==> config.mk <==
export PLATFORM = sky130hd
export DESIGN_NAME = utf16_to_utf8_text_capture
export DESIGN_NICKNAME = d
export VERILOG_FILES = /design/src/rtl/core/u2u8_pkg.sv /design/src/rtl/core/u2u8_front.sv /design/src/rtl/core/u2u8_queue.sv /design/src/rtl/core/u2u8_back.sv /design/src/rtl/core/utf16_to_utf8_text_capture.sv
export SDC_FILE = /design/constraint.sdc
export NUM_CORES = 1
export LEC_CHECK = 0
export ABC_CLOCK_PERIOD_IN_PS = 15300
export BUFFER_PORTS_ARGS = -buffer_cell sky130_fd_sc_hd__buf_2
export CORE_MARGIN = 2
export CORE_UTILIZATION = 30
export DETAILED_ROUTE_END_ITERATION = 7
export PLACE_DENSITY = 0.46
export SLEW_MARGIN = 20
export SYNTH_ARGS = -nofsm -noshare
export SYNTH_HDL_FRONTEND = slang
export SYNTH_HIERARCHICAL = 1
export SYNTH_SLANG_ARGS = --single-unit
export TNS_END_PERCENT = 5
==> constraint.sdc <==
create_clock -name clock -period 15.3 [get_ports clock]
set_input_delay 0.765 -clock clock [delete_from_list [all_inputs] [get_ports clock]]
set_output_delay 0.765 -clock clock [all_outputs]
set_load 0.02 [all_outputs]
==> src/rtl/core/u2u8_pkg.sv <==
`default_nettype none
// ---------------------------------------------------------------------------
// u2u8_pkg
// Shared types and constants for the UTF-16 to UTF-8 text capture block.
// ---------------------------------------------------------------------------
package u2u8_pkg;

   // Capacity of the text buffer in bytes.
   localparam int BUFFER_BYTES = 256;
   localparam int COUNT_W      = $clog2(BUFFER_BYTES + 1);

   // Depth of the queue between front and back end. Must be a power of two.
   localparam int QUEUE_DEPTH  = 2;
   localparam int QUEUE_AW     = $clog2(QUEUE_DEPTH);
   localparam int QUEUE_CW     = $clog2(QUEUE_DEPTH + 1);

   // Item kinds.
   localparam logic KIND_UNIT  = 1'b0;
   localparam logic KIND_CLEAR = 1'b1;

   // Encoded UTF-8 bytes of one code unit, first byte in slot 0.
   typedef struct packed {
      logic [3:0][7:0] bytes;
      logic [2:0]      cnt;
   } u2u8_entry_type;

   // Queue status seen by the two ends.
   typedef struct packed {
      logic full;
      logic empty;
   } u2u8_qstat_type;

endpackage : u2u8_pkg
`default_nettype wire

==> src/rtl/core/u2u8_front.sv <==
`default_nettype none
// ---------------------------------------------------------------------------
// u2u8_front
// Accepts code units, pairs surrogates, encodes the code point to UTF-8 and
// trims the sequence to the remaining buffer capacity.
// ---------------------------------------------------------------------------
module u2u8_front (
   input  wire logic                     clock,
   input  wire logic                     reset,
   input  wire logic                     req_valid,
   output logic                          req_stall,
   input  wire logic                     req_kind,
   input  wire logic [15:0]              req_code_unit,
   input  wire u2u8_pkg::u2u8_qstat_type qstat,
   output logic                          push,
   output u2u8_pkg::u2u8_entry_type      push_entry
);
   import u2u8_pkg::*;

   logic               pend_valid_ff, pend_valid_in;
   logic [9:0]         pend_bits_ff, pend_bits_in;
   logic [COUNT_W-1:0] bytes_ff, bytes_in;

   logic               accept;
   logic               is_high, is_low, drop;
   logic [20:0]        cp;
   logic [2:0]         len, n;
   logic [3:0][7:0]    enc;
   logic [COUNT_W-1:0] space;

   assign req_stall = qstat.full;
   assign accept    = req_valid && !req_stall;

   assign is_high = (req_code_unit[15:10] == 6'b110110);
   assign is_low  = (req_code_unit[15:10] == 6'b110111);

   always_comb begin
      if (is_low) begin
         if (pend_valid_ff) begin
            cp = {11'(pend_bits_ff) + 11'h040, req_code_unit[9:0]};
         end else begin
            cp = 21'h00FFFD;
         end
      end else begin
         cp = {5'd0, req_code_unit};
      end
   end

   assign drop = (cp < 21'd32) || (cp == 21'd127);

   always_comb begin
      enc = '0;
      if (cp <= 21'h00007F) begin
         len    = 3'd1;
         enc[0] = cp[7:0];
      end else if (cp <= 21'h0007FF) begin
         len    = 3'd2;
         enc[0] = {3'b110, cp[10:6]};
         enc[1] = {2'b10, cp[5:0]};
      end else if (cp <= 21'h00FFFF) begin
         len    = 3'd3;
         enc[0] = {4'b1110, cp[15:12]};
         enc[1] = {2'b10, cp[11:6]};
         enc[2] = {2'b10, cp[5:0]};
      end else begin
         len    = 3'd4;
         enc[0] = {5'b11110, cp[20:18]};
         enc[1] = {2'b10, cp[17:12]};
         enc[2] = {2'b10, cp[11:6]};
         enc[3] = {2'b10, cp[5:0]};
      end
   end

   // The count never exceeds the capacity, so the difference cannot wrap.
   assign space = COUNT_W'(BUFFER_BYTES) - bytes_ff;
   assign n     = (space < COUNT_W'(len)) ? space[2:0] : len;

   assign push             = accept && (req_kind == KIND_UNIT) && !is_high && !drop
                             && (n != 3'd0);
   assign push_entry.bytes = enc;
   assign push_entry.cnt   = n;

   always_comb begin
      pend_valid_in = pend_valid_ff;
      pend_bits_in  = pend_bits_ff;
      bytes_in      = bytes_ff;
      if (accept) begin
         if (req_kind == KIND_CLEAR) begin
            bytes_in = '0;
         end else if (is_high) begin
            pend_valid_in = 1'b1;
            pend_bits_in  = req_code_unit[9:0];
         end else begin
            pend_valid_in = 1'b0;
            pend_bits_in  = '0;
            if (!drop) begin
               bytes_in = bytes_ff + COUNT_W'(n);
            end
         end
      end
   end

   always_ff @(posedge clock) begin
      if (reset) begin
         pend_valid_ff <= 1'b0;
         pend_bits_ff  <= '0;
         bytes_ff      <= '0;
      end else begin
         pend_valid_ff <= pend_valid_in;
         pend_bits_ff  <= pend_bits_in;
         bytes_ff      <= bytes_in;
      end
   end

   a_count_bounded: assert property (@(posedge clock) disable iff (reset)
      bytes_ff <= COUNT_W'(BUFFER_BYTES))
      else $error("byte count above buffer capacity");

   a_push_len: assert property (@(posedge clock) disable iff (reset)
      push |-> (push_entry.cnt != 3'd0) && (push_entry.cnt <= 3'd4))
      else $error("queued sequence length out of range");

endmodule : u2u8_front
`default_nettype wire

==> src/rtl/core/u2u8_queue.sv <==
`default_nettype none
// ---------------------------------------------------------------------------
// u2u8_queue
// Short show-ahead queue of encoded sequences between front and back end.
// ---------------------------------------------------------------------------
module u2u8_queue (
   input  wire logic                     clock,
   input  wire logic                     reset,
   input  wire logic                     push,
   input  wire u2u8_pkg::u2u8_entry_type push_entry,
   input  wire logic                     pop,
   output u2u8_pkg::u2u8_entry_type      head,
   output u2u8_pkg::u2u8_qstat_type      qstat
);
   import u2u8_pkg::*;

   u2u8_entry_type      slots_ff [QUEUE_DEPTH];
   logic [QUEUE_AW-1:0] wr_ptr_ff, wr_ptr_in;
   logic [QUEUE_AW-1:0] rd_ptr_ff, rd_ptr_in;
   logic [QUEUE_CW-1:0] count_ff, count_in;

   assign head        = slots_ff[rd_ptr_ff];
   assign qstat.full  = (count_ff == QUEUE_CW'(QUEUE_DEPTH));
   assign qstat.empty = (count_ff == '0);

   always_comb begin
      wr_ptr_in = push ? wr_ptr_ff + 1'b1 : wr_ptr_ff;
      rd_ptr_in = pop  ? rd_ptr_ff + 1'b1 : rd_ptr_ff;
      count_in  = count_ff;
      if (push && !pop) begin
         count_in = count_ff + 1'b1;
      end else if (pop && !push) begin
         count_in = count_ff - 1'b1;
      end
   end

   always_ff @(posedge clock) begin
      if (push) begin
         slots_ff[wr_ptr_ff] <= push_entry;
      end
   end

   always_ff @(posedge clock) begin
      if (reset) begin
         wr_ptr_ff <= '0;
         rd_ptr_ff <= '0;
         count_ff  <= '0;
      end else begin
         wr_ptr_ff <= wr_ptr_in;
         rd_ptr_ff <= rd_ptr_in;
         count_ff  <= count_in;
      end
   end

   a_no_overflow: assert property (@(posedge clock) disable iff (reset)
      qstat.full |-> !push)
      else $error("push into a full queue");

   a_no_underflow: assert property (@(posedge clock) disable iff (reset)
      qstat.empty |-> !pop)
      else $error("pop from an empty queue");

endmodule : u2u8_queue
`default_nettype wire

==> src/rtl/core/u2u8_back.sv <==
`default_nettype none
// ---------------------------------------------------------------------------
// u2u8_back
// Walks the bytes of the queue head and sends one per cycle, while rsp_stall is
// low, through a registered result stage.
// ---------------------------------------------------------------------------
module u2u8_back (
   input  wire logic                     clock,
   input  wire logic                     reset,
   input  wire u2u8_pkg::u2u8_entry_type head,
   input  wire u2u8_pkg::u2u8_qstat_type qstat,
   output logic                          pop,
   output logic                          rsp_valid,
   input  wire logic                     rsp_stall,
   output logic [7:0]                    rsp_out_byte,
   output logic                          rsp_last
);
   import u2u8_pkg::*;

   logic       valid_ff, valid_in;
   logic [7:0] byte_ff, byte_in;
   logic       last_ff, last_in;
   logic [1:0] idx_ff, idx_in;
   logic       load, at_end;

   // The result register takes a new byte when it is empty or being drained.
   assign load   = (!valid_ff || !rsp_stall) && !qstat.empty;
   assign at_end = ({1'b0, idx_ff} + 3'd1) == head.cnt;
   assign pop    = load && at_end;

   always_comb begin
      valid_in = valid_ff;
      byte_in  = byte_ff;
      last_in  = last_ff;
      idx_in   = idx_ff;
      if (load) begin
         valid_in = 1'b1;
         byte_in  = head.bytes[idx_ff];
         last_in  = at_end;
         idx_in   = at_end ? 2'd0 : idx_ff + 2'd1;
      end else if (!rsp_stall) begin
         valid_in = 1'b0;
      end
   end

   always_ff @(posedge clock) begin
      if (reset) begin
         valid_ff <= 1'b0;
         idx_ff   <= '0;
      end else begin
         valid_ff <= valid_in;
         idx_ff   <= idx_in;
      end
   end

   always_ff @(posedge clock) begin
      byte_ff <= byte_in;
      last_ff <= last_in;
   end

   assign rsp_valid    = valid_ff;
   assign rsp_out_byte = byte_ff;
   assign rsp_last     = last_ff;

endmodule : u2u8_back
`default_nettype wire

==> src/rtl/core/utf16_to_utf8_text_capture.sv <==
// The first result byte of an item is registered in the queue, then in the result stage.
// An item is accepted each cycle while the two-entry sequence queue has room.
// Sustained rate is set by the one-byte result port, which sends the UTF-8 bytes
// of an item one at a time; an item that produces none is accepted and sends nothing.
// Synchronous reset clears the pending surrogate, the byte count, the queue pointers
// and the result valid flag and byte index; the result byte itself is not reset.
`default_nettype none
// ---------------------------------------------------------------------------
// utf16_to_utf8_text_capture
// UTF-16 code units in, UTF-8 bytes of a bounded text buffer out.
// ---------------------------------------------------------------------------
module utf16_to_utf8_text_capture (
   input  wire logic        clock,
   input  wire logic        reset,
   input  wire logic        req_valid,
   output logic             req_stall,
   input  wire logic        req_kind,
   input  wire logic [15:0] req_code_unit,
   output logic             rsp_valid,
   input  wire logic        rsp_stall,
   output logic [7:0]       rsp_out_byte,
   output logic             rsp_last
);
   import u2u8_pkg::*;

   logic           push, pop;
   u2u8_entry_type push_entry, head;
   u2u8_qstat_type qstat;

   u2u8_front u_front (
      .clock        (clock),
      .reset        (reset),
      .req_valid    (req_valid),
      .req_stall    (req_stall),
      .req_kind     (req_kind),
      .req_code_unit(req_code_unit),
      .qstat        (qstat),
      .push         (push),
      .push_entry   (push_entry)
   );

   u2u8_queue u_queue (
      .clock     (clock),
      .reset     (reset),
      .push      (push),
      .push_entry(push_entry),
      .pop       (pop),
      .head      (head),
      .qstat     (qstat)
   );

   u2u8_back u_back (
      .clock       (clock),
      .reset       (reset),
      .head        (head),
      .qstat       (qstat),
      .pop         (pop),
      .rsp_valid   (rsp_valid),
      .rsp_stall   (rsp_stall),
      .rsp_out_byte(rsp_out_byte),
      .rsp_last    (rsp_last)
   );

endmodule : utf16_to_utf8_text_capture
`default_nettype wire

==> results.md, run 1 <==
Yosys:
- The share of the Yosys chip area taken by registers is 0.544.
- The cell count after synthesis came out at ~450.
- Summing every instance area after synthesis gives 5390 µm².
- The average instance in the mapped netlist occupies 12.0 µm².
- Synthesis inferred between 100 and 150 register bits.
- The number of synthesized flops with an enable pin is roughly 80.
- Among all flip-flop cells after synthesis, the most frequent one is edfxtp_1.
- Yosys mapped the design onto 74 distinct sky130hd cell types.
- The share of synthesized registers carrying an async set or reset is 0.
- For this run, the number of Yosys warnings is 6.

Setup path:
- The startpoint class of the critical path is an input pin.
- Of all nets on the critical path, the largest fanout is 8.
- The category of the critical setup timing path is input pin to register.
- The worst reg-to-reg setup slack is around 11 ns.
- At the worst endpoint, the required time is 15.54 ns.
- The data arrival time of the critical path is between 4 and 5 ns.
- The critical path capture point type is a register.

Clock tree:
- The clock latency at the later pin of the worst-skew pair is approximately 0.35 ns.
- The CTS sink count is approximately 110.
- After clock tree synthesis, the clock-pin slew on the worst setup and hold paths is around 0.070 ns.
- The maximum number of buffers from clock root to sink is 2.
- The H-tree depth is 3.
- In this run the post-CTS setup repair buffer count came out at 0.
- The total of hold buffers inserted after clock tree synthesis is 0.
- The clock tree root driver cell is clkbuf_16.
- The TritonCTS buffer count is 9.
- The quantity of gates resized following cts is 0.
- The TritonCTS clock tree is yes.

Layout:
- In the layout the commonest cells are edfxtp_1 (79), nand2_1 (41), mux2_2 (35), buf_2 (31), nor2_1 (31).
- At the end of the flow, the number of nets in the layout was a little over 500.
- The library cell used most frequently in the layout, excluding fill and tap cells, is edfxtp_1.
- The count of non-filler cells in the finished layout is 707.
- The filler cell count in the final layout is about 1800.
- Compared with the post-synthesis result, the final layout area differs by 12.0%.
- The fraction of final layout cells sized beyond drive strength 1 is 0.226.
- The repair_antennas step left the layout with diodes totalling 0.

Hold path:
- The class of the worst hold path is register to register.

Timing:
- Setup repair after global routing left no endpoint under its margin.
- The number of slew-limit violations in the final report is 0.
- The accumulated negative setup slack is 0 ns.
- Setup violations remaining at the end of the flow were counted as 0.
- For the pin with the worst max-slew slack, the measured transition is around 0.95 ns.
- The worst relative slew slack is 0.363.
- The worst clock skew on the final layout is around 0.008 ns.
- The final hold violation count was 0.
- After layout, the minimum clock period comes to 4.57 ns.
- Timing would allow up to 0.219 GHz.
- The portion of the clock cycle consumed by the worst path in the final layout is 0.299.

Global routing:
- Entering global routing, the biggest net connects 36 pins.
- The total congestion overflow after global routing is 0.
- The first global-routing pass estimated 19.5 mm of wire.
- The via count of the first global-routing pass is approximately 3700.
- The global router's overall resource usage is 0.137.
- The initial antenna violation count is 0.

Run status:
- The run finished with clean final reports.

Route:
- The average vias per placed instance is 5.10.
- The initial detailed-routing violation count is about 190.
- The met2 routed wirelength is around 5.7 mm.
- The routed metal-1 wire length is ~5.7 mm.
- The final routed wire length divided by cell count is 17.2 µm.
- The count of nets left with antenna violations once routing finished came out at 0.
- The detailed-routed wire length on met3 is 559 µm.
- The uppermost signal routing layer after detailed routing is met4.
- Wires add up to around 12 mm.
- The iteration count of the initial detailed-routing pass is 4.
- The total via count in the routed design is between 3000 and 4000.
- The detailed-route DRC error count is 0.

Die:
- The die area is roughly 19000 µm².
- The row count is 48.
- The total I/O pin count is 32.
- The core region area is around 17000 µm².
- The height of the die is ~140 µm.
- From left edge to right edge, the die measures 138 µm.
- The starting density of the core is 0.309.

Placed design:
- The global placer's final weighted congestion is approximately 0.85.
- Detailed placement finished with a half-perimeter wire length of approximately 8.3 mm.
- The count of buffers added on input and output ports is 31.
- The number of cells in the design after placement is between 600 and 700.

Pwr:
- The static leakage power is approximately 2 nW.
- VDD sags by at most about 0.052 mV.
- The total power per unit cell area is around 110 nW/µm².

Run:
- The number of max-cap violations is 0.
area by class of cell:
cell class              count  area, µm²  area share
flip-flops and latches    107       2930       0.486
multi-input cells         308       2280       0.379
well taps                 225        282      0.0467
clock buffers              14        265      0.0440
repair buffers             38        208      0.0344
inverters                  13       48.8     0.00809
clock inverters             2       12.5     0.00207
kinds of logic (layout without fill, tap and decap cells):
group,Yosys count,count (layout),share of synthesized area
flip-flops,107,107,0.544
AO/OA/AOI/OAI,99,99,0.126
buffers and inverters,36,67,0.0332
XOR/XNOR,12,12,0.0195
adder cells (fa/ha/maj),11,11,0.0269
multiplexers,48,48,0.116
other,1,3,0.000696
AND/OR/NAND/NOR,135,135,0.133
flip-flops by register name, summed over array words and instances, names as in the netlist, 2 cells and up, named ones only:
name,count
u_front/pend_bits_ff,10
u_back/rsp_out_byte,8
u_queue/count_ff,2
u_front/bytes_ff,9
u_queue/slots_ff,70
u_back/idx_ff,2
cells in the mapped netlist (all sizes together) (2+ instances only):
cell type   n  area, µm²
or2         3       18.8
nor4b       2       38.8
xor2        5       43.8
o31a        2       18.8
nand2b     11       68.8
nor3        8       56.3
and3b       3       26.3
o211a       2       20.0
o211ai      7       57.6
clkbuf     11       41.3
or3         2       13.8
buf        12       88.8
inv        12       45.0
o21ai      16       83.8
and2        7       43.8
xnor2       7       61.3
nor2       31        116
o22ai       7       43.8
a32oi       2       17.5
a31oi       5       31.3
nor2b       2       12.5
dfxtp      28        561
mux2i       5       50.1
edfxtp     79       2370
a211oi      4       30.0
nand3      15       75.1
o31ai       5       37.5
mux4        8        180
a32o        4       40.0
nand4       3       33.8
ha         10        125
mux2       35        394
a21oi      29        149
nand2      41        154
worst max-delay path, cell delays in order:
cell	delay, ns
buf_2	0.16
nand4_4	0.15
o41a_1	0.48
or4b_1	0.70
o21ai_2	0.24
ha_1	0.25
and3_2	0.23
nand2b_1	0.19
a21oi_1	0.25
ha_1	0.21
inv_1	0.05
fa_1	0.39
inv_1	0.07
a21oi_1	0.08
nor3b_1	0.26
o2111ai_1	0.17
mux2i_1	0.16
report_power, final:
group	switching, mW	total [mW]	internal (mW)	leakage [nW]
clock	0.0996	0.220	0.120	0.132
sequential	0.0146	0.351	0.336	0.927
combinational	0.0653	0.117	0.0516	0.928
total	0.179	0.688	0.508	1.99
stage by stage:
stage | setup slack, ns | hold WS, ns | power (mW) | utilization | area [µm²]
finish | 10.73 | 0.462 | 0.688 | 0.346 | 6030
global route | 10.48 | 0.478 | 0.723 | 0.346 | 6030
CTS | 10.75 | 0.462 | 0.699 | 0.346 | 6030
detailed placement | 10.38 | 0.453 | 0.477 | 0.330 | 5760
global placement | 10.47 | 0.438 | 0.476 | 0.330 | 5760
floorplan | 10.04 | 0.427 | 0.443 | - | 5390
worst paths after layout:
| check | end | from | cells past startpoint |
|---|---|---|---|
| max | u_front/bytes_ff[8]$_SDFFE_PP0P_ | req_code_unit[15] | 17 |
| min | u_front/pend_bits_ff[0]$_SDFFE_PP0P_ | u_front/pend_bits_ff[0]$_SDFFE_PP0P_ | 2 |
| max reg2reg | u_front/bytes_ff[8]$_SDFFE_PP0P_ | u_front/pend_valid_ff$_SDFFE_PP0P_ | 16 |
| min reg2reg | u_front/pend_bits_ff[0]$_SDFFE_PP0P_ | u_front/pend_bits_ff[0]$_SDFFE_PP0P_ | 2 |
routing by layer:
| metal | vias to the layer above | global-route usage |
|---|---|---|
| met3 | 16 | 0.0300 |
| met2 | 76 | 0.218 |
| met5 | - | 0 |
| met1 | 1773 | 0.180 |
| li1 | 1744 | - |
| met4 | 0 | 0.0573 |
Power figures use the tool's default switching activity.
==> run 2, diff against run 1 <==
--- a/config.mk
+++ b/config.mk
@@ -5,7 +5,7 @@
 export SDC_FILE = /design/constraint.sdc
 export NUM_CORES = 1
 export LEC_CHECK = 0
-export ABC_CLOCK_PERIOD_IN_PS = 15300
+export ABC_CLOCK_PERIOD_IN_PS = 4250
 export BUFFER_PORTS_ARGS = -buffer_cell sky130_fd_sc_hd__buf_2
 export CORE_MARGIN = 2
 export CORE_UTILIZATION = 30
==> constraint.sdc (replaced) <==
create_clock -name clock -period 4.25 [get_ports clock]
set_input_delay 0.2125 -clock clock [delete_from_list [all_inputs] [get_ports clock]]
set_output_delay 0.2125 -clock clock [all_outputs]
set_load 0.02 [all_outputs]
==> results.md, run 2 (synthesized netlist as in run 1, its figures left out) <==
Run status:
- The flow ran to the end, and the final reports show no timing, DRC or antenna violations.

Pwr:
- Overall power consumption after layout is estimated at between 2 and 3 mW.
- Summed over all cells, the static leakage comes to between 2 and 2.5 nW.
- The total power per unit cell area is 410 nW/µm².
- The highest ir drop seen on vdd is roughly 0.18 mV.

Clock tree:
- TritonCTS built the clock tree.
- Buffers inserted during clock tree synthesis total 9.
- The clock input transition at the sequential cells of the worst setup and hold paths is 0.07 ns.
- The clock latency at the later pin of the worst-skew pair is roughly 0.35 ns.
- The CTS sink count is approximately 110.
- The clock tree root driver cell is clkbuf_16.
- No sink is reached through more buffers than the 2 on the longest clock path.
- The H-tree depth is 3.

Timing:
- The tightest hold path in the finished design has a slack of around 0.13 ns.
- The final hold violation count came to 0.
- At the pin with the least slew margin, the transition time is 0.962 ns.
- The number of slew-limit violations in the final report is 0.
- Once routing completed, OpenROAD measured the worst setup slack at about 0.26 ns.
- Setup violations remaining at the end of the flow were counted as 0.
- Timing would allow up to between 0.2 and 0.3 GHz.
- The accumulated negative setup slack is 0 ns.
- The worst pin sits at a relative slew slack of 0.357.
- The worst clock skew on the final layout is 0.0107 ns.
- Counting I/O delays and the setup requirement, the final critical path takes ~4.0 ns.
- Setup repair after global routing left no endpoint under its margin.
- The portion of the clock cycle consumed by the worst path in the final layout is 0.938.

Route:
- For this block, the routed nets add up to roughly 12 mm of wire.
- For this run, design rule violations remaining after detail routing come to 0.
- The total via count in the routed design is approximately 3600.
- The detail route stage leaves a number of antenna-violating nets equal to 0.
- The average vias per placed instance is between 5 and 6.
- The iteration count of the initial detailed-routing pass is 4.
- The initial detailed-routing violation count is 230.
- The final routed wire length divided by cell count is between 15 and 20 µm.

Layout:
- From synthesis to final layout, the design area changed by 14.8%.
- The library cell used most frequently in the layout, excluding fill and tap cells, is edfxtp_1.
- The largest registers in the layout are u_queue/slots_ff x70, u_front/pend_bits_ff x10, u_front/bytes_ff x9.
- For this run, the post-layout net count is approximately 520.
- The register with the most flip-flops in the layout has 70 of them.
- Of the cells placed in the final design, the portion with a size suffix greater than 1 is 0.264.
- The finished cells cover between 6000 and 7000 µm².
- The count of cells in the finished layout, fillers not included, comes to between 700 and 800.
- Measured on the finished design, the core utilization comes to 0.355.
- Counting flops per register, the top entry is u_queue/slots_ff.
- In the layout the commonest cells are edfxtp_1 (79), nand2_1 (41), mux2_2 (35), buf_2 (31), nor2_1 (31).
- The total inserted antenna cells is 0.

Global routing:
- The initial antenna violation count was 0.
- The first-pass GRT wire length is 19.7 mm.
- The via count of the first global-routing pass is 3582.
- Entering global routing, the biggest net connects 36 pins.
- After global routing the overflow that remains totals 0.
- For this run, the total global-route usage over all layers was measured as 0.138.

Die:
- The initial utilization of the core area, before any placement, comes to 0.309.
- The core region area is about 17000 µm².
- The total I/O pin count is 32.
- From left edge to right edge, the die measures between 100 and 150 µm.
- The height of the die is approximately 140 µm.
- The die area is 19000 µm².
- The row count is 48.

Setup path:
- STA classifies the critical path startpoint as a register.
- The worst register-to-register path ends at u_front/bytes_ff[8]$_SDFFE_PP0P_.
- The number of cells on the worst reg-to-reg path is 16.
- The slowest library cell on the worst path is or4b_1.
- The number of buffers and inverters on the critical path is 3.
- The critical path capture point type is a register.
- The worst register-to-register path begins at u_front/pend_valid_ff$_SDFFE_PP0P_.
- Among cell families on the critical path, the largest total delay comes from simple AND/OR/NAND/NOR gates.
- The data arrival time of the critical path is approximately 4.2 ns.
- Walking the worst path, the cells encountered are clkinv_1 -> o41a_1 -> or4b_1 -> o21ai_2 -> ha_1 -> and3_2 -> nand2b_1 -> a21oi_2 -> ha_1 -> inv_1 -> fa_1 -> inv_1 -> a21oi_1 -> nor3b_2 -> o2111ai_1 -> mux2i_1.
- In this run the worst path has a maximum fanout of 6.
- The critical path data required time is about 4.5 ns.
- The largest incremental delay on the critical path is ~0.55 ns.
- Across all register-to-register paths, the minimum setup slack is 0.26 ns.
- The category of the critical setup timing path is register to register.

Hold path:
- The worst hold endpoint is u_back/rsp_valid$_SDFFE_PP0P_.
- The worst hold path passes through 3 cells.
- The startpoint of the most critical hold path is rsp_stall.
- The worst hold path belongs to the class input pin to register.

Placed design:
- Input and output buffers added on the ports amount to 31.
- Routability-driven placement finished with a final weighted congestion of a little over 0.9.
- OpenSTA, run right after detailed placement, puts the worst setup slack at about 0.034 ns.
- The area after detailed placement is 5860 µm².
- Including well taps, the total number of placed cells is roughly 700.
- After legalization and detailed placement, the total HPWL measured around 8.6 mm.

Run:
- The number of max-cap violations is 0.
run 2: what timing repair did:
item,in CTS,in global routing
resized for setup,0,6
setup buffers,0,2
hold buffers,0,0
setup endpoints to repair,0,4
run 2: worst max path at each step:
stage / cells past startpoint / slack (ns) / startpoint / to
floorplan: 13 / 0.02 / u_front/pend_bits_ff[6]$_SDFFE_PP0P_ / u_queue/slots_ff[1][0]$_DFFE_PP_
global placement: 17 / 0.18 / req_code_unit[15] / u_front/bytes_ff[8]$_SDFFE_PP0P_
detailed placement: 16 / 0.03 / u_front/pend_valid_ff$_SDFFE_PP0P_ / u_front/bytes_ff[8]$_SDFFE_PP0P_
CTS: 16 / 0.02 / u_front/pend_valid_ff$_SDFFE_PP0P_ / u_front/bytes_ff[8]$_SDFFE_PP0P_
global route: 16 / 0.005 / u_front/pend_valid_ff$_SDFFE_PP0P_ / u_front/bytes_ff[8]$_SDFFE_PP0P_
finish: 16 / 0.26 / u_front/pend_valid_ff$_SDFFE_PP0P_ / u_front/bytes_ff[8]$_SDFFE_PP0P_
run 2: per-layer routing:
layer  global-route usage  up-vias  wire, µm
met5                    0        -         0
met4               0.0556        0       140
met3               0.0190       11       361
met2                0.217       53      5900
met1                0.192     1788      5950
li1                     -     1775         -
run 2: layout make-up:
cell class,count,area [µm²]
Inverter,13,48.8
Clock inverter,6,65.1
Clock buffer,9,225
Sequential cell,107,2930
Fill cell,1779,11200
Tap cell,225,282
Multi-Input combinational cell,308,2310
Timing Repair Buffer,50,323
run 2: worst min-delay path: stages:
cell	delay [ns]
buf_2	0.11
nand2_1	0.05
a21oi_1	0.05
run 2: power breakdown:
part	leakage (nW)	internal (mW)	total (mW)	switching (mW)
logic	0.998	0.198	0.453	0.255
registers	0.928	1.21	1.25	0.0380
clock network	0.142	0.456	0.838	0.381
total	2.07	1.86	2.54	0.675
